[src/hw/rtl/tbq_pkg.sv]
// ----------------------------------------------------------------------------
// tbq_pkg: shared types and constants for the touch and button qualifier
// Holds the transfer payload structs, the configuration register map and
// the button action codes used by every file of the block.
// ----------------------------------------------------------------------------
package tbq_pkg;

  // Coordinate width of the touch controller.
  localparam int COORD_BITS = 12;

  // Configuration register map.
  localparam int CFG_IDX_BITS = 2;
  localparam int CFG_DATA_BITS = 32;
  localparam logic [CFG_IDX_BITS-1:0] CFG_RELEASE_HOLD = 2'd0;
  localparam logic [CFG_IDX_BITS-1:0] CFG_DEBOUNCE     = 2'd1;
  localparam logic [CFG_IDX_BITS-1:0] CFG_LONG_PRESS   = 2'd2;

  // Register values after reset, in microseconds.
  localparam logic [31:0] RELEASE_HOLD_RST = 32'd20000;
  localparam logic [31:0] DEBOUNCE_RST     = 32'd25000;
  localparam logic [31:0] LONG_PRESS_RST   = 32'd800000;

  // Touch read status codes.
  localparam logic [1:0] TS_NONE  = 2'd0;
  localparam logic [1:0] TS_POINT = 2'd1;

  // Button action codes.
  typedef enum logic [1:0] {
    ACT_NONE   = 2'd0,
    ACT_START  = 2'd1,
    ACT_STOP   = 2'd2,
    ACT_REPLAY = 2'd3
  } action_t;

  // One poll sample.
  typedef struct packed {
    logic [1:0]            touch_status;
    logic [COORD_BITS-1:0] touch_x;
    logic [COORD_BITS-1:0] touch_y;
    logic [31:0]           now_us;
    logic                  button_level;
    logic                  recording_active;
  } in_item_t;

  // One qualified result.
  typedef struct packed {
    logic                  touch_event;
    logic [COORD_BITS-1:0] event_x;
    logic [COORD_BITS-1:0] event_y;
    logic                  event_down;
    logic [31:0]           event_time_us;
    logic [1:0]            button_action;
  } out_item_t;

  // Touch event produced by the touch tracker.
  typedef struct packed {
    logic                  event_vld;
    logic [COORD_BITS-1:0] x;
    logic [COORD_BITS-1:0] y;
    logic                  down;
    logic [31:0]           time_us;
  } touch_evt_t;

  // Configuration register contents.
  typedef struct packed {
    logic [31:0] release_hold_us;
    logic [31:0] debounce_us;
    logic [31:0] long_press_us;
  } cfg_regs_t;

endpackage

[src/hw/rtl/touch_and_button_qualifier_unit.sv]
// ----------------------------------------------------------------------------
// touch_and_button_qualifier_unit: touch and button poll qualifier
// Turns one poll sample per tick into one result: touch-down, move and
// touch-up events plus debounced button record and replay requests.
// ----------------------------------------------------------------------------
// Usage:
//   in_valid/in_ready/in_data carry one poll sample per transfer; every
//   sample yields exactly one result on out_valid/out_ready/out_data.
//   cfg_we/cfg_index/cfg_wdata write the release hold, debounce and long
//   press times (indexes 0, 1, 2, microseconds); write them while idle.
//   The sample is taken into an input register, then one pass of compare
//   and subtract logic loads the result register and the state.
//   Throughput is one sample per cycle while the receiver does not stall;
//   the state feedback through that single pass sets the figure.
//   When the receiver stalls, the result register holds and the input
//   register still takes one more sample; in_ready falls only when both
//   are full.
//   Synchronous active-low reset empties both registers, clears all touch
//   and button state and loads the register reset values.
// ----------------------------------------------------------------------------
module touch_and_button_qualifier_unit (
  input  logic                                clk,
  input  logic                                rst_n,
  input  logic                                in_valid,
  output logic                                in_ready,
  input  tbq_pkg::in_item_t                   in_data,
  output logic                                out_valid,
  input  logic                                out_ready,
  output tbq_pkg::out_item_t                  out_data,
  input  logic                                cfg_we,
  input  logic [tbq_pkg::CFG_IDX_BITS-1:0]    cfg_index,
  input  logic [tbq_pkg::CFG_DATA_BITS-1:0]   cfg_wdata
);
  import tbq_pkg::*;

  cfg_regs_t  cfg_r;
  in_item_t   smp_r;
  logic       smp_vld_r;
  out_item_t  res_r;
  logic       res_vld_r;
  logic       step;
  touch_evt_t tevt;
  action_t    act;

  // Configuration register writes.
  always_ff @(posedge clk) begin
    if (!rst_n) begin
      cfg_r.release_hold_us <= RELEASE_HOLD_RST;
      cfg_r.debounce_us     <= DEBOUNCE_RST;
      cfg_r.long_press_us   <= LONG_PRESS_RST;
    end else if (cfg_we) begin
      case (cfg_index)
        CFG_RELEASE_HOLD: cfg_r.release_hold_us <= cfg_wdata;
        CFG_DEBOUNCE:     cfg_r.debounce_us     <= cfg_wdata;
        CFG_LONG_PRESS:   cfg_r.long_press_us   <= cfg_wdata;
        default:          ;
      endcase
    end
  end

  // The sample moves on whenever the result register is free or emptying.
  assign step     = smp_vld_r && (!res_vld_r || out_ready);
  assign in_ready = !smp_vld_r || step;

  // Input register.
  always_ff @(posedge clk) begin
    if (!rst_n) begin
      smp_vld_r <= 1'b0;
    end else if (in_ready) begin
      smp_vld_r <= in_valid;
    end
  end

  always_ff @(posedge clk) begin
    if (in_valid && in_ready) begin
      smp_r <= in_data;
    end
  end

  tbq_touch u_touch (
    .clk    (clk),
    .rst_n  (rst_n),
    .step   (step),
    .sample (smp_r),
    .cfg    (cfg_r),
    .evt    (tevt)
  );

  tbq_button u_button (
    .clk    (clk),
    .rst_n  (rst_n),
    .step   (step),
    .sample (smp_r),
    .cfg    (cfg_r),
    .action (act)
  );

  // Result register.
  always_ff @(posedge clk) begin
    if (!rst_n) begin
      res_vld_r <= 1'b0;
    end else if (step) begin
      res_vld_r <= 1'b1;
    end else if (out_ready) begin
      res_vld_r <= 1'b0;
    end
  end

  always_ff @(posedge clk) begin
    if (step) begin
      res_r.touch_event   <= tevt.event_vld;
      res_r.event_x       <= tevt.x;
      res_r.event_y       <= tevt.y;
      res_r.event_down    <= tevt.down;
      res_r.event_time_us <= tevt.time_us;
      res_r.button_action <= act;
    end
  end

  assign out_valid = res_vld_r;
  assign out_data  = res_r;

endmodule

[src/hw/rtl/tbq_touch.sv]
// ----------------------------------------------------------------------------
// tbq_touch: touch point tracker
// Keeps the last reported point and the release timer, and produces a
// touch-down event for a new or moved point and a touch-up event once the
// no-touch status has held for the release hold time.
// ----------------------------------------------------------------------------
module tbq_touch (
  input  logic                     clk,
  input  logic                     rst_n,
  input  logic                     step,
  input  tbq_pkg::in_item_t        sample,
  input  tbq_pkg::cfg_regs_t       cfg,
  output tbq_pkg::touch_evt_t      evt
);
  import tbq_pkg::*;

  logic [COORD_BITS-1:0] last_x_r, last_x_nxt;
  logic [COORD_BITS-1:0] last_y_r, last_y_nxt;
  logic                  touching_r, touching_nxt;
  logic                  pend_r, pend_nxt;
  logic [31:0]           rel_start_r, rel_start_nxt;
  logic [31:0]           elapsed;

  assign elapsed = sample.now_us - rel_start_r;

  // Next touch state and event for the current sample.
  always_comb begin
    last_x_nxt    = last_x_r;
    last_y_nxt    = last_y_r;
    touching_nxt  = touching_r;
    pend_nxt      = pend_r;
    rel_start_nxt = rel_start_r;
    evt           = '0;
    if (sample.touch_status == TS_POINT) begin
      pend_nxt = 1'b0;
      if (!touching_r || sample.touch_x != last_x_r || sample.touch_y != last_y_r) begin
        evt.event_vld = 1'b1;
        evt.x         = sample.touch_x;
        evt.y         = sample.touch_y;
        evt.down      = 1'b1;
        evt.time_us   = sample.now_us;
        last_x_nxt    = sample.touch_x;
        last_y_nxt    = sample.touch_y;
      end
      touching_nxt = 1'b1;
    end else if (sample.touch_status == TS_NONE && touching_r) begin
      if (!pend_r) begin
        pend_nxt      = 1'b1;
        rel_start_nxt = sample.now_us;
      end else if (elapsed >= cfg.release_hold_us) begin
        evt.event_vld = 1'b1;
        evt.x         = last_x_r;
        evt.y         = last_y_r;
        evt.down      = 1'b0;
        evt.time_us   = sample.now_us;
        touching_nxt  = 1'b0;
        pend_nxt      = 1'b0;
      end
    end
  end

  // State advances once per sample moved to the result register.
  always_ff @(posedge clk) begin
    if (!rst_n) begin
      last_x_r    <= '0;
      last_y_r    <= '0;
      touching_r  <= 1'b0;
      pend_r      <= 1'b0;
      rel_start_r <= '0;
    end else if (step) begin
      last_x_r    <= last_x_nxt;
      last_y_r    <= last_y_nxt;
      touching_r  <= touching_nxt;
      pend_r      <= pend_nxt;
      rel_start_r <= rel_start_nxt;
    end
  end

endmodule

[src/hw/rtl/tbq_button.sv]
// ----------------------------------------------------------------------------
// tbq_button: button debouncer and press qualifier
// Debounces the raw button level by time and turns debounced releases and
// long presses into start, stop and replay requests.
// ----------------------------------------------------------------------------
module tbq_button (
  input  logic                clk,
  input  logic                rst_n,
  input  logic                step,
  input  tbq_pkg::in_item_t   sample,
  input  tbq_pkg::cfg_regs_t  cfg,
  output tbq_pkg::action_t    action
);
  import tbq_pkg::*;

  logic        raw_down_r, raw_down_nxt;
  logic [31:0] raw_chg_r, raw_chg_nxt;
  logic        btn_down_r, btn_down_nxt;
  logic [31:0] pressed_r, pressed_nxt;
  logic        lp_done_r, lp_done_nxt;
  logic [31:0] stable_time;
  logic [31:0] held_time;

  // Raw level tracking: restart the stability timer on every change.
  always_comb begin
    raw_down_nxt = ~sample.button_level;
    raw_chg_nxt  = (raw_down_nxt != raw_down_r) ? sample.now_us : raw_chg_r;
  end

  assign stable_time = sample.now_us - raw_chg_nxt;

  // Debounced edge handling, then the long-press check on the new state.
  always_comb begin
    btn_down_nxt = btn_down_r;
    pressed_nxt  = pressed_r;
    lp_done_nxt  = lp_done_r;
    action       = ACT_NONE;
    if (raw_down_nxt != btn_down_r && stable_time >= cfg.debounce_us) begin
      btn_down_nxt = raw_down_nxt;
      if (raw_down_nxt) begin
        pressed_nxt = sample.now_us;
        lp_done_nxt = 1'b0;
      end else if (sample.recording_active) begin
        action = ACT_STOP;
      end else if (!lp_done_r) begin
        action = ACT_START;
      end
    end
    held_time = sample.now_us - pressed_nxt;
    if (btn_down_nxt && !sample.recording_active && !lp_done_nxt &&
        held_time >= cfg.long_press_us) begin
      action      = ACT_REPLAY;
      lp_done_nxt = 1'b1;
    end
  end

  // State advances once per sample moved to the result register.
  always_ff @(posedge clk) begin
    if (!rst_n) begin
      raw_down_r <= 1'b0;
      raw_chg_r  <= '0;
      btn_down_r <= 1'b0;
      pressed_r  <= '0;
      lp_done_r  <= 1'b0;
    end else if (step) begin
      raw_down_r <= raw_down_nxt;
      raw_chg_r  <= raw_chg_nxt;
      btn_down_r <= btn_down_nxt;
      pressed_r  <= pressed_nxt;
      lp_done_r  <= lp_done_nxt;
    end
  end

endmodule

[config.mk]
export PLATFORM = sky130hd
export DESIGN_NAME = touch_and_button_qualifier_unit
export DESIGN_NICKNAME = d
export VERILOG_FILES = /design/src/hw/rtl/tbq_pkg.sv /design/src/hw/rtl/touch_and_button_qualifier_unit.sv /design/src/hw/rtl/tbq_touch.sv /design/src/hw/rtl/tbq_button.sv
export SDC_FILE = /design/constraint.sdc
export NUM_CORES = 1
export LEC_CHECK = 0
export BUFFER_PORTS_ARGS = -buffer_cell sky130_fd_sc_hd__buf_2
export CORE_MARGIN = 3
export CORE_UTILIZATION = 60
export DETAILED_ROUTE_END_ITERATION = 12
export HOLD_SLACK_MARGIN = 0.06
export MAX_ROUTING_LAYER = met4
export PLACE_DENSITY = 0.81
export SLEW_MARGIN = 20
export SYNTH_ARGS = -nofsm -noshare
export SYNTH_HDL_FRONTEND = slang
export SYNTH_SLANG_ARGS = --single-unit
[constraint.sdc]
create_clock -name clk -period 13.8 [get_ports clk]
set_clock_uncertainty 0.2 [all_clocks]
set_input_delay 1.38 -clock clk [delete_from_list [all_inputs] [get_ports clk]]
set_output_delay 1.38 -clock clk [all_outputs]
set_load 0.005 [all_outputs]
## After elaboration in Yosys (flattened, before gate mapping)

Index checks and enable logic that the tools add are counted.
W data, S select, Z words.

- Add/subtract/negate cells: 3
- Order comparisons: 3
- Equality and inequality tests: 7
- Muxes and demuxes: 26
- Bitwise operators: 3
- Reduce and logical (&&, ||, !) cells: 29

Operators with widths:

| operator | count |
|---|---|
| $mux W58 | 5 |
| $ge A32 B32 Y1 | 3 |
| $mux W32 | 3 |
| $sub A32 B32 Y32 | 3 |
| $ne A12 B12 Y1 | 2 |
| $mux W1 | 15 |
| $reduce_and A2 Y1 | 4 |
| $reduce_and A4 Y1 | 2 |
| $reduce_bool A2 Y1 | 4 |
| $logic_and A1 B1 Y1 | 7 |
| $mux W2 | 3 |
| $logic_not A1 Y1 | 5 |
| $eq A2 B1 Y1 const B | 2 |
| $logic_not A2 Y1 | 2 |
| $logic_or A1 B1 Y1 | 4 |
| $not A1 Y1 | 3 |
| $reduce_and A3 Y1 | 1 |
| $eq A2 B2 Y1 const B | 1 |
| $ne A1 B1 Y1 | 2 |

- Register bits: 343
- Word-level logic and storage cells: 98

## Logic depth before layout (Yosys ltp)

Gate-level depths: netlist of run 1.

- Depth after elaboration: 11
- Depth in mapped cells: 52

## Hierarchy

A second synthesis of run 1 with hierarchy kept.

- Cells, all modules: 2251
- Area, all modules: 21003.9 um2

Modules (own cells, without submodules):

| module | times used | cells each | area an instance (um2) |
|---|---|---|---|
| tbq_button | 1 | 1048 | 8131.5 |
| touch_and_button_qualifier_unit | 1 | 496 | 7453.4 |
| tbq_touch | 1 | 707 | 5418.9 |

## Worst setup path after synthesis of run 1

OpenSTA, ideal clock, no wires.

- Kind: register to register
- From: register smp_r[1] (netlist name)
- To: register res_r (netlist bit out_data[1]), data pin
- Library setup time: 267 ps
- Arrival: 9668 ps
- Path slack: 3665 ps
- Cell stages (with the launch flop): 47
- Path buffers: 5
- Path through: edfxtp_1 > buf_2 > xor2_1 > clkbuf_1 > clkbuf_1 > nand2_1 > o21ai_0 > ha_1 > inv_1 > ha_1 > a21oi_1 > o2bb2ai_1 > a31oi_1 > o31a_1 > o31ai_1 > o21ai_1 > a21o_1 > a21oi_1 > (+11 left out) > o21a_1 > or2_1 > a41oi_1 > nor2_1 > a2111oi_4 > o31ai_2 > a221oi_4 > o311ai_2 > and4b_1 > a311o_1 > ha_1 > nand4_1 > nor4_1 > a221o_1 > a221oi_1 > o21ai_0 > a41oi_1 > o21ai_0

- Longest elaborated chain between the ends: 10
- Elaborated cells on any way between the ends: 20
- Classes of those cells: add/sub: 2; order compare: 2; eq/ne: 2; mux: 8; bitwise: 1; reduce/logical: 5

Ends and longest elaborated chain:

| element | RTL line | RTL |
|---|---|---|
| start: declaration | touch_and_button_qualifier_unit.sv:37 | `in_item_t smp_r;` |
| start signal: assignment | touch_and_button_qualifier_unit.sv:76 | `smp_r <= in_data;` |
| $not A1 Y1 (*) | tbq_button.sv:26 | `raw_down_nxt = ~sample.button_level;` |
| $ne A1 B1 Y1 (*) | tbq_button.sv:27 | `raw_chg_nxt = (raw_down_nxt != raw_down_r) ? sample.now_us : raw_chg_r;` |
| $mux W32 (*) | tbq_button.sv:27 |  |
| via u_button.raw_chg_nxt[0] | tbq_button.sv:17 | `logic [31:0] raw_chg_r, raw_chg_nxt;` |
| $sub A32 B32 Y32 (*) | tbq_button.sv:30 | `assign stable_time = sample.now_us - raw_chg_nxt;` |
| $ge A32 B32 Y1 (*) | tbq_button.sv:38 | `if (raw_down_nxt != btn_down_r && stable_time >= cfg.debounce_us) begin` |
| $logic_and A1 B1 Y1 (*) | tbq_button.sv:38 |  |
| $mux W32 / $mux W1 (equally long branches) | tbq_button.sv:38 |  |
| $sub A32 B32 Y32 (tied with other cells) | tbq_button.sv:49 | `held_time = sample.now_us - pressed_nxt;` |
| $ge A32 B32 Y1 / $logic_and A1 B1 Y1 (equally long branches) | tbq_button.sv:51, tbq_button.sv:50 |  |
| $logic_and A1 B1 Y1 | tbq_button.sv:50 | `if (btn_down_nxt && !sample.recording_active && !lp_done_nxt &&` |
| end: declaration | touch_and_button_qualifier_unit.sv:39 | `out_item_t res_r;` |

Mark *: on every way through the listed nets, which the timed path passes. The rest lies on a longest branch.
A chain may end at the register's enable or synchronous reset.

## Worst setup path in the final report of run 1

- From: register smp_r[1] (netlist name)
- To: register res_r (netlist bit out_data[1]), data pin

- Longest elaborated chain between the ends: 10
- Elaborated cells on any way between the ends: 20
- Classes of those cells: add/sub: 2; order compare: 2; eq/ne: 2; mux: 8; bitwise: 1; reduce/logical: 5

Ends and longest elaborated chain:

| element | RTL line | RTL |
|---|---|---|
| $not A1 Y1 | tbq_button.sv:26 |  |
| $ne A1 B1 Y1 | tbq_button.sv:27 |  |
| $mux W32 | tbq_button.sv:27 |  |
| $sub A32 B32 Y32 | tbq_button.sv:30 |  |
| $ge A32 B32 Y1 | tbq_button.sv:38 |  |
| $logic_and A1 B1 Y1 | tbq_button.sv:38 |  |
| $mux W32 (*) | tbq_button.sv:38 |  |
| via u_button.pressed_nxt[0] | tbq_button.sv:19 | `logic [31:0] pressed_r, pressed_nxt;` |
| $sub A32 B32 Y32 (*) | tbq_button.sv:49 |  |
| $ge A32 B32 Y1 (*) | tbq_button.sv:51 | `held_time >= cfg.long_press_us) begin` |
| $logic_and A1 B1 Y1 (*) | tbq_button.sv:50 |  |

Marked as above.

==> results of run 1 <==
kinds of logic (layout without fill, tap and decap cells):
family | count (synthesis) | count (layout)
flops | 343 | 343
mux | 54 | 54
xor+xnor | 111 | 111
buf+inv | 247 | 401
fa+ha+maj | 188 | 188
compound gates | 583 | 583
other cells | 0 | 2
simple gates | 708 | 708
flip-flops by register name (all words and copies together) (netlist names), 12 cells and up:
name and cells:
cfg_r 96, out_data 60, smp_r 60, u_button.pressed_r 32, u_button.raw_chg_r 32, u_touch.rel_start_r 32, u_touch.last_x_r 12, u_touch.last_y_r 12
metal layers:
metal / wire length (um) / GRT usage (%) / share of wire, %
met5: 0 / - / 0
met4: 1900 / 10.6 / 3.5
met3: 3510 / 4.16 / 6.5
met2: 25100 / 49.1 / 46
met1: 23800 / 39.6 / 44
area by class of cell:
class	instances	area [um2]
multi-input combinational	1644	11300
fill	2624	10200
sequential	343	8070
clock buffer	53	1090
timing repair buffer	176	927
inverter	154	583
tap	442	553
clock inverter	18	159
antenna	2	5.00
path summary, 6_finish.rpt:
path,startpoint,endpoint,slack (ns),depth (start not counted)
min,u_touch.rel_start_r[14],u_touch.rel_start_r[14],0.26,2
max reg2reg,smp_r[1],out_data[1],2.01,43
min reg2reg,u_touch.rel_start_r[14],u_touch.rel_start_r[14],0.26,2
max,smp_r[1],out_data[1],2.01,43
stage by stage:
step	cells	total power [mW]	hold WS, ns
6_report	2832	3.04	0.264
4_1_cts	2830	3.05	0.267
2_1_floorplan	2234	1.80	0.243
3_5_place_dp	2759	2.03	0.259
3_3_place_gp	2759	2.00	0.251
5_1_grt	2832	3.21	0.282
placed cells by master (no fill, tap or decap), types with 10 or more instances in the layout:
| cell | netlist | routed |
|---|---|---|
| nand2_1 | 437 | 437 |
| dfxtp_1 | 223 | 223 |
| ha_1 | 184 | 184 |
| buf_2 | 3 | 159 |
| a21boi_0 | 155 | 155 |
| inv_1 | 153 | 153 |
| edfxtp_1 | 120 | 120 |
| a21oi_1 | 95 | 94 |
| nor2_1 | 65 | 65 |
| a21o_1 | 64 | 64 |
| xnor2_1 | 64 | 64 |
| o21ai_0 | 54 | 54 |
| mux2i_1 | 54 | 54 |
| xor2_1 | 47 | 46 |
| o211a_1 | 45 | 45 |
| clkbuf_16 | 0 | 40 |
| and2_1 | 37 | 36 |
| nand3_1 | 35 | 35 |
| nor2b_1 | 26 | 26 |
| a22o_1 | 26 | 26 |
| nand2b_1 | 25 | 24 |
| o211ai_1 | 22 | 22 |
| nand4_1 | 20 | 20 |
| a31oi_1 | 19 | 19 |
| nor3_1 | 17 | 17 |
| buf_4 | 0 | 16 |
| o21a_1 | 13 | 13 |
| and3_1 | 13 | 13 |
| a211oi_1 | 12 | 12 |
| clkinv_2 | 0 | 10 |
worst max-delay path, delay by kind of cell (launching register included):
| family | cells | cell delay (ns) |
|---|---|---|
| XOR/XNOR | 3 | 0.99 |
| multiplexers | 1 | 0.33 |
| AO/OA/AOI/OAI | 23 | 5.02 |
| AND/OR/NAND/NOR | 9 | 2.53 |
| flip-flops | 1 | 0.54 |
| adder cells (fa/ha/maj) | 5 | 1.52 |
| buffers and inverters | 2 | 0.37 |
power by group through the flow:
stage | combinational (mW) | clock (mW) | sequential [mW]
floorplan | 0.657 | 0 | 1.14
global placement | 0.847 | 0 | 1.16
detailed placement | 0.869 | 0 | 1.16
CTS | 0.878 | 1.03 | 1.14
global route | 0.992 | 1.07 | 1.14
finish | 0.887 | 1.02 | 1.14
==> qor.yml, run 1 <==
crit_required_ns: 13.88
synth_edf_count: 120
drtPass1Iterations: 6
power.share.clock_pct: 33.4
fmax_ghz: 0.0848
via_count: 16751
switchingPower_mw: 0.973
grt_antenna_before_repair: 2
rsz0062_at_grt: "no"
period_needed_ns: 11.79
tns_ns: 0
cap_viol_max_count: 0
ys_async_sr_fraction_pct: 0
swShare_pct: 32.0
p_comb_share_pct: 29.2
hold_buffers: 0
final_hold_viol_count: 0
ys_ff_latch: 343
clk_path_buf_depth: 3
drcViolationCount: 0
synth.avg_cell_area_um2: 9.07
arrival_ns: 11.87
wl_mm: 54.2
synthFlopType: "dfxtp_1"
synth-simple-area-share_pct: 15.5
clockRootBuffer: "clkbuf_16"
grt_max_degree: 123
fp-row-count: 66
synth_top_family_by_area: "compound AO/OA/AOI/OAI gates"
globalRouteTotalUtil_pct: 30.4
hold_path.class: "flip-flop to flip-flop"
dpl_worst_slack_ns: 2.25
grt_pass1_wl_mm: 85.5
synthAdderAreaFrac_pct: 11.7
synth-compound-area-share_pct: 20.9
place_hpwl_mm: 38.0
placed_cell_area_um2: 21400
grt_pass1_vias: 16357
port_buffers: 160
wl_per_cell_um: 19.2
p_int_mw: 2.07
synth.largest_area_cell: "dfxtp_1"
synthTopCellsByArea: "dfxtp_1 22%, edfxtp_1 18%, ha_1 11%, nand2_1 8.1%, a21boi_0 5.7%"
syn-instance-count: 2234
synth_common_cells: "437 x nand2_1, 223 x dfxtp_1, 184 x ha_1, 155 x a21boi_0, 153 x inv_1"
p_leak_nw: 9.48
htreeDepth: 2
synth_top_area_share_pct: 22.0
crit_slowest_cell: "xor2_4"
nets: 2643
seq_power_share_pct: 37.4
area_delta_synth_final_pct: 12.0
dieArea_um2: 36000
p_per_area_nw_per_um2: 134
clk_latency_ns: 0.54
slowest_delay_ns: 0.68
yosysSeqAreaShare_pct: 39.8
postCtsSetupBuffers: 0
final_antenna_net_count: 0
end_kind: "flip-flop"
tightest_slew_ns: 1.05
synth-xor-area-share_pct: 4.80
cts-resized-gates: 0
synth_most_common_cell: "nand2_1"
syn-num-nets: 2519
slew_viol_final: 0
fin_ws_ns: 2.01
yosys_warnings: 0
ir_drop_mv: 0.109
gp_congestion: 0.957
min_period_over_period_pct: 85.4
status: "finished, final reports clean"
setup_viol: 0
numCtsBuffers: 39
start_util_pct: 61.6
syn-cell-area_um2: 20300
synth.area.mux_share_pct: 2.67
criticalPathCategory: "flip-flop to flip-flop"
clk_pin_slew_ns: 0.06
fin_util_pct: 69.0
drt_iter0_markers: 1331
die_x_um: 190
design_area_um2: 22700
avgViaCountPerCell: 5.91
synth_cell_types: 72
critPathMostFrequentCell: "ha_1"
drive_gt1_share_pct: 10.6
core_um2: 32900
cts_tree: "done"
ios: 161
die_h_um: 190
slew_headroom_pct: 29.7
cp_max_fo: 27
start_kind: "flip-flop"
gr-total-overflow: 0
cts.sinks: 343
Note: power is estimated with default switching activity, not from simulation.
==> run 2: changes to the inputs <==
ABC_AREA = 1   (was unset)
==> run 2 against run 1 <==
  * Sequential share of layout area rose by 0.61 points
  * Die area is 1.3% lower
  * Combinational power up 29%
  * Register-to-register slack better by 2.0 ns
  * Wire length rose by 5.1%
  * Critical path depth increased by 5
  * Global-route usage rose by 1.9 points
  * Critical endpoint unchanged
  * First-iteration DRC count rose by 33%
  * Highest routed layer unchanged
  * Setup slack improved by 2.0 ns
  * Core utilization fell by 0.81 points
  * Power rose by 7.7%
==> qor.yml, run 2 <==
synth.largest_area_cell: "dfxtp_1"
synth.avg_cell_area_um2: 8.01
hold_buffers: 0
cts_tree: "done"
min_period_over_period_pct: 70.9
ys_ff_latch: 343
tightest_slew_ns: 1.01
largest_reg_flops: 96
slew_viol_final: 0
globalRouteTotalUtil_pct: 32.4
cts.sinks: 343
grt_pass1_vias: 17487
postCtsSetupBuffers: 0
nets: 2906
die_x_um: 188
core_um2: 32700
grt_pass1_wl_mm: 90.1
gr-total-overflow: 0
synth_common_cells: "380 x nand2_1, 374 x inv_1, 310 x a21oi_1, 286 x o21ai_0, 223 x dfxtp_1"
fmax_ghz: 0.102
die_h_um: 188
syn-instance-count: 2494
final_antenna_net_count: 0
area_delta_synth_final_pct: 11.7
num_antenna_cells: 0
period_needed_ns: 9.78
drtPass1Iterations: 6
crit_slowest_cell: "inv_2"
yosysSeqAreaShare_pct: 40.4
drt_iter0_markers: 1771
status: "finished, final reports clean"
syn-cell-area_um2: 20000
clk_pin_slew_ns: 0.06
p_leak_nw: 9.80
synthTopCellsByArea: "dfxtp_1 22%, edfxtp_1 18%, ha_1 12%, a21oi_1 7.8%, o21ai_0 7.2%"
grt_max_degree: 116
synth_top_area_share_pct: 22.4
slowest_delay_ns: 0.55
synthFlopType: "dfxtp_1"
via_count: 18061
dieArea_um2: 35500
tns_ns: 0
synth_most_common_cell: "nand2_1"
cp_max_fo: 48
slew_headroom_pct: 32.3
syn-num-nets: 2779
drive_gt1_share_pct: 10.9
drcViolationCount: 0
fill_cells: 2649
wl_mm: 57.0
final_hold_viol_count: 0
synth_cell_types: 53
start_kind: "flip-flop"
numCtsBuffers: 39
ios: 161
ys_async_sr_fraction_pct: 0
rsz0062_at_grt: "no"
fin_ws_ns: 4.02
fp-row-count: 66
yosys_warnings: 0
htreeDepth: 2
clk_path_buf_depth: 3
cap_viol_max_count: 0
criticalPathCategory: "flip-flop to flip-flop"
ir_drop_mv: 0.130
dpl_worst_slack_ns: 3.87
cts-resized-gates: 0
clk_latency_ns: 0.54
worstHoldStart: "u_button.pressed_r[25]"
timing.rr.start: "smp_r[1]"
end_kind: "flip-flop"
mostFrequentLayoutCells: "380 x nand2_1, 371 x inv_1, 310 x a21oi_1"
arrival_ns: 9.86
p_per_area_nw_per_um2: 147
synth_edf_count: 120
startpoint: "smp_r[1]"
critPathMostFrequentCell: "nand2_1"
crit_required_ns: 13.88
start_util_pct: 61.1
wl_per_cell_um: 18.4
avgViaCountPerCell: 5.84
port_buffers: 160
gp_congestion: 1.04
hold_path.class: "flip-flop to flip-flop"
regMostFlops: "cfg_r"
clockRootBuffer: "clkbuf_16"
layout_commonest_cell: "nand2_1"
place_hpwl_mm: 42.4
grt_antenna_before_repair: 0
setup_viol: 0
## run 2: cell types whose count changed after synthesis, moves of 40 or more
cell	change
a21boi_0	-152
a21o_1	-61
a21oi_1	+215
inv_1	+221
mux2i_1	-54
nand2_1	-57
nor2_1	+83
o211a_1	-45
o211ai_1	+40
o21ai_0	+232
## run 2: final cells by class
| cell class | count | area (um2) | area share (%) |
|---|---|---|---|
| flip-flops and latches | 343 | 8070 | 36.2 |
| clock inverters | 20 | 165 | 0.740 |
| clock buffers | 50 | 1060 | 4.74 |
| multi-input cells | 1685 | 10100 | 45.4 |
| repair buffers | 174 | 908 | 4.07 |
| inverters | 378 | 1420 | 6.38 |
| well taps | 442 | 553 | 2.48 |
## run 2: power breakdown
| part | total [mW] | internal (mW) | leakage [nW] | switching [mW] |
|---|---|---|---|---|
| Clock | 0.996 | 0.567 | 0.592 | 0.429 |
| Combinational | 1.14 | 0.413 | 6.24 | 0.726 |
| Sequential | 1.14 | 1.11 | 2.97 | 0.0356 |
| Total | 3.28 | 2.09 | 9.80 | 1.19 |
## run 2: cells by family after synthesis
family                   Yosys count  share of synthesized area [%]
AO/OA/AOI/OAI                    756                           21.0
XOR/XNOR                          98                           4.34
adder cells (fa/ha/maj)          186                           11.7
buffers and inverters            466                           8.95
flip-flops                       343                           40.4
AND/OR/NAND/NOR                  645                           13.6
## run 2: metal layers
layer  track usage (%)  routed length (um)  vias to the layer above
li1                  -                   -                     8683
met1              44.4               24400                     8440
met2              50.6               25900                      820
met3              5.02                5340                      118
met4              8.08                1400                        0
met5                 -                   0                        -
## run 2: per-stage QoR
stage	std cells	hold WS, ns	cell area [um2]	util [%]	power [mW]
floorplan	2494	0.230	20000	-	1.96
global placement	3022	0.240	21100	64.5	2.22
detailed placement	3022	0.245	21100	64.5	2.27
CTS	3092	0.258	22300	68.2	3.26
global route	3092	0.279	22300	68.2	3.47
finish	3092	0.258	22300	68.2	3.28
## run 2: path summary, 6_finish.rpt
path | to | slack [ns] | cells after the start
max | out_data[1] | 4.02 | 48
min | u_button.pressed_r[25] | 0.26 | 2
max reg2reg | out_data[1] | 4.02 | 48
min reg2reg | u_button.pressed_r[25] | 0.26 | 2
## run 2: worst max-delay path, delay by kind of cell (launching register included)
family / cells / cell delay, ns
AO/OA/AOI/OAI: 11 / 2.08
buffers and inverters: 3 / 1.45
AND/OR/NAND/NOR: 29 / 3.72
adder cells (fa/ha/maj): 4 / 1.35
flip-flops: 1 / 0.53
XOR/XNOR: 1 / 0.17
==> run 3: changes to the inputs <==
CORE_UTILIZATION = 55   (was 60)
PLACE_DENSITY = 0.78   (was 0.81)
clock period = 8.9 ns   (was 13.8 ns; I/O delays follow)
==> run 3 against run 2 <==
  * Hold slack worse by 0.0056 ns
  * Global-route usage fell by 2.5 points
  * Die area grew 8.8%
  * Critical path type unchanged
  * Design area rose by 1.1%
==> qor.yml, run 3 (synthesized netlist as in run 2, its figures left out) <==
die_h_um: 197
largest_reg_flops: 96
dp_cells: 3047
slew_viol_final: 0
tns_ns: 0
clockRootBuffer: "clkbuf_16"
end_kind: "flip-flop"
reg2reg_depth: 42
crit_required_ns: 9.00
met1_length_mm: 25.3
status: "finished, final reports clean"
htreeDepth: 2
setup_viol: 0
slowest_delay_ns: 0.51
start_kind: "flip-flop"
cp_max_fo: 17
fin_cells: 3126
grt_antenna_before_repair: 0
wl_per_cell_um: 18.4
final_antenna_net_count: 0
wl_met3_mm: 5.15
period_needed_ns: 8.45
num_antenna_cells: 0
critPathMostFrequentCell: "nand2_1"
hold_buffers: 0
arrival_ns: 8.55
cts.sinks: 343
fin_util_pct: 63.3
p_per_area_nw_per_um2: 227
fp-row-count: 69
wl_mm: 57.5
regMostFlops: "cfg_r"
clk_path_buf_depth: 3
final_hold_viol_count: 0
drive_gt1_share_pct: 11.9
rrSetupSlack_ns: 0.45
cts_tree: "done"
reg2reg_to: "out_data[0]"
area_delta_synth_final_pct: 13.0
slew_headroom_pct: 28.0
top_layer: "met4"
grt_pass1_wl_mm: 88.6
crit_slowest_cell: "o21ai_0"
clk_pin_slew_ns: 0.06
drtPass1Iterations: 6
port_buffers: 160
hold_path.class: "flip-flop to flip-flop"
mostFrequentLayoutCells: "379 x nand2_1, 370 x inv_1, 306 x a21oi_1"
nets: 2923
worstHoldStart: "u_button.pressed_r[24]"
ir_drop_mv: 0.205
p_leak_nw: 9.90
power_mw: 5.13
hold_path_end: "u_button.pressed_r[24]"
globalRouteTotalUtil_pct: 29.8
place_hpwl_mm: 43.2
drt_iter0_markers: 1640
timing.rr.start: "smp_r[1]"
die_x_um: 197
fmax_ghz: 0.118
tightest_slew_ns: 1.08
clk_latency_ns: 0.56
numCtsBuffers: 39
min_period_over_period_pct: 94.9
via_count: 17890
gp_congestion: 0.977
grt_max_degree: 114
layout_commonest_cell: "nand2_1"
gr-total-overflow: 0
core_um2: 35700
criticalPathCategory: "flip-flop to flip-flop"
avgViaCountPerCell: 5.72
cap_viol_max_count: 0
ios: 161
dieArea_um2: 38600
start_util_pct: 56.0
met2WireLength_mm: 25.5
grt_pass1_vias: 16927
drcViolationCount: 0
whs_path_depth: 2
[run 3: cell count changes in the layout (fill, tap and decap cells not counted), moves of 3 or more]
cell      before  now
o21ai_0      286  273
o21ai_1       15   27
a21oi_1      310  306
a21oi_2        3    7
clkbuf_8       4    7
buf_4         15   28
[run 3: area by class of cell]
| cell class | instances | area [um2] |
|---|---|---|
| Timing Repair Buffer | 190 | 1070 |
| Clock buffer | 55 | 1130 |
| Timing Repair inverter | 1 | 7.51 |
| Sequential cell | 343 | 8070 |
| Clock inverter | 13 | 86.3 |
| Tap cell | 461 | 577 |
| Multi-Input combinational cell | 1685 | 10200 |
| Fill cell | 3079 | 13100 |
| Inverter | 378 | 1430 |
[run 3: power by group]
part | internal (mW) | switching [mW]
registers | 1.71 | 0.0559
logic | 0.670 | 1.15
clock network | 0.887 | 0.659
[run 3: worst max path at each step]
| stage | from | slack, ns | to | depth (start not counted) |
|---|---|---|---|---|
| global route | smp_r[1] | -0.01 | out_data[1] | 55 |
| finish | smp_r[1] | 0.45 | out_data[0] | 42 |
| floorplan | smp_r[1] | 1.27 | out_data[1] | 59 |
| detailed placement | smp_r[1] | 0.37 | out_data[0] | 50 |
| CTS | smp_r[1] | 0.28 | out_data[0] | 50 |
| global placement | smp_r[1] | 0.52 | out_data[0] | 51 |
[run 3: repair_timing]
item | in CTS | in global routing
endpoints found under the setup margin | 0 | 3
setup buffers | 0 | 9
resized for setup | 0 | 35
[run 3: worst max-delay path: cells and delay by family, from the launching register on]
kind / cells / cell delay [ns]
buffers and inverters: 6 / 1.09
flip-flops: 1 / 0.47
AO/OA/AOI/OAI: 15 / 2.98
AND/OR/NAND/NOR: 16 / 2.03
adder cells (fa/ha/maj): 4 / 1.21
XOR/XNOR: 1 / 0.20
[run 3: routing by layer]
| metal | vias to the layer above | global-route usage [%] |
|---|---|---|
| met1 | 8342 | 40.7 |
| met4 | 0 | 9.66 |
| met2 | 698 | 45.3 |
| met5 | - | - |
| li1 | 8741 | - |
| met3 | 109 | 5.40 |
[run 3: through the flow]
stage          cell area (um2)  hold WS (ns)  setup WS (ns)
3_5_place_dp             21200         0.245          0.368
4_1_cts                  22400         0.253          0.278
6_report                 22600         0.252          0.453
3_3_place_gp             21200         0.239          0.521
5_1_grt                  22600         0.270        -0.0105
2_1_floorplan            20000         0.230           1.27
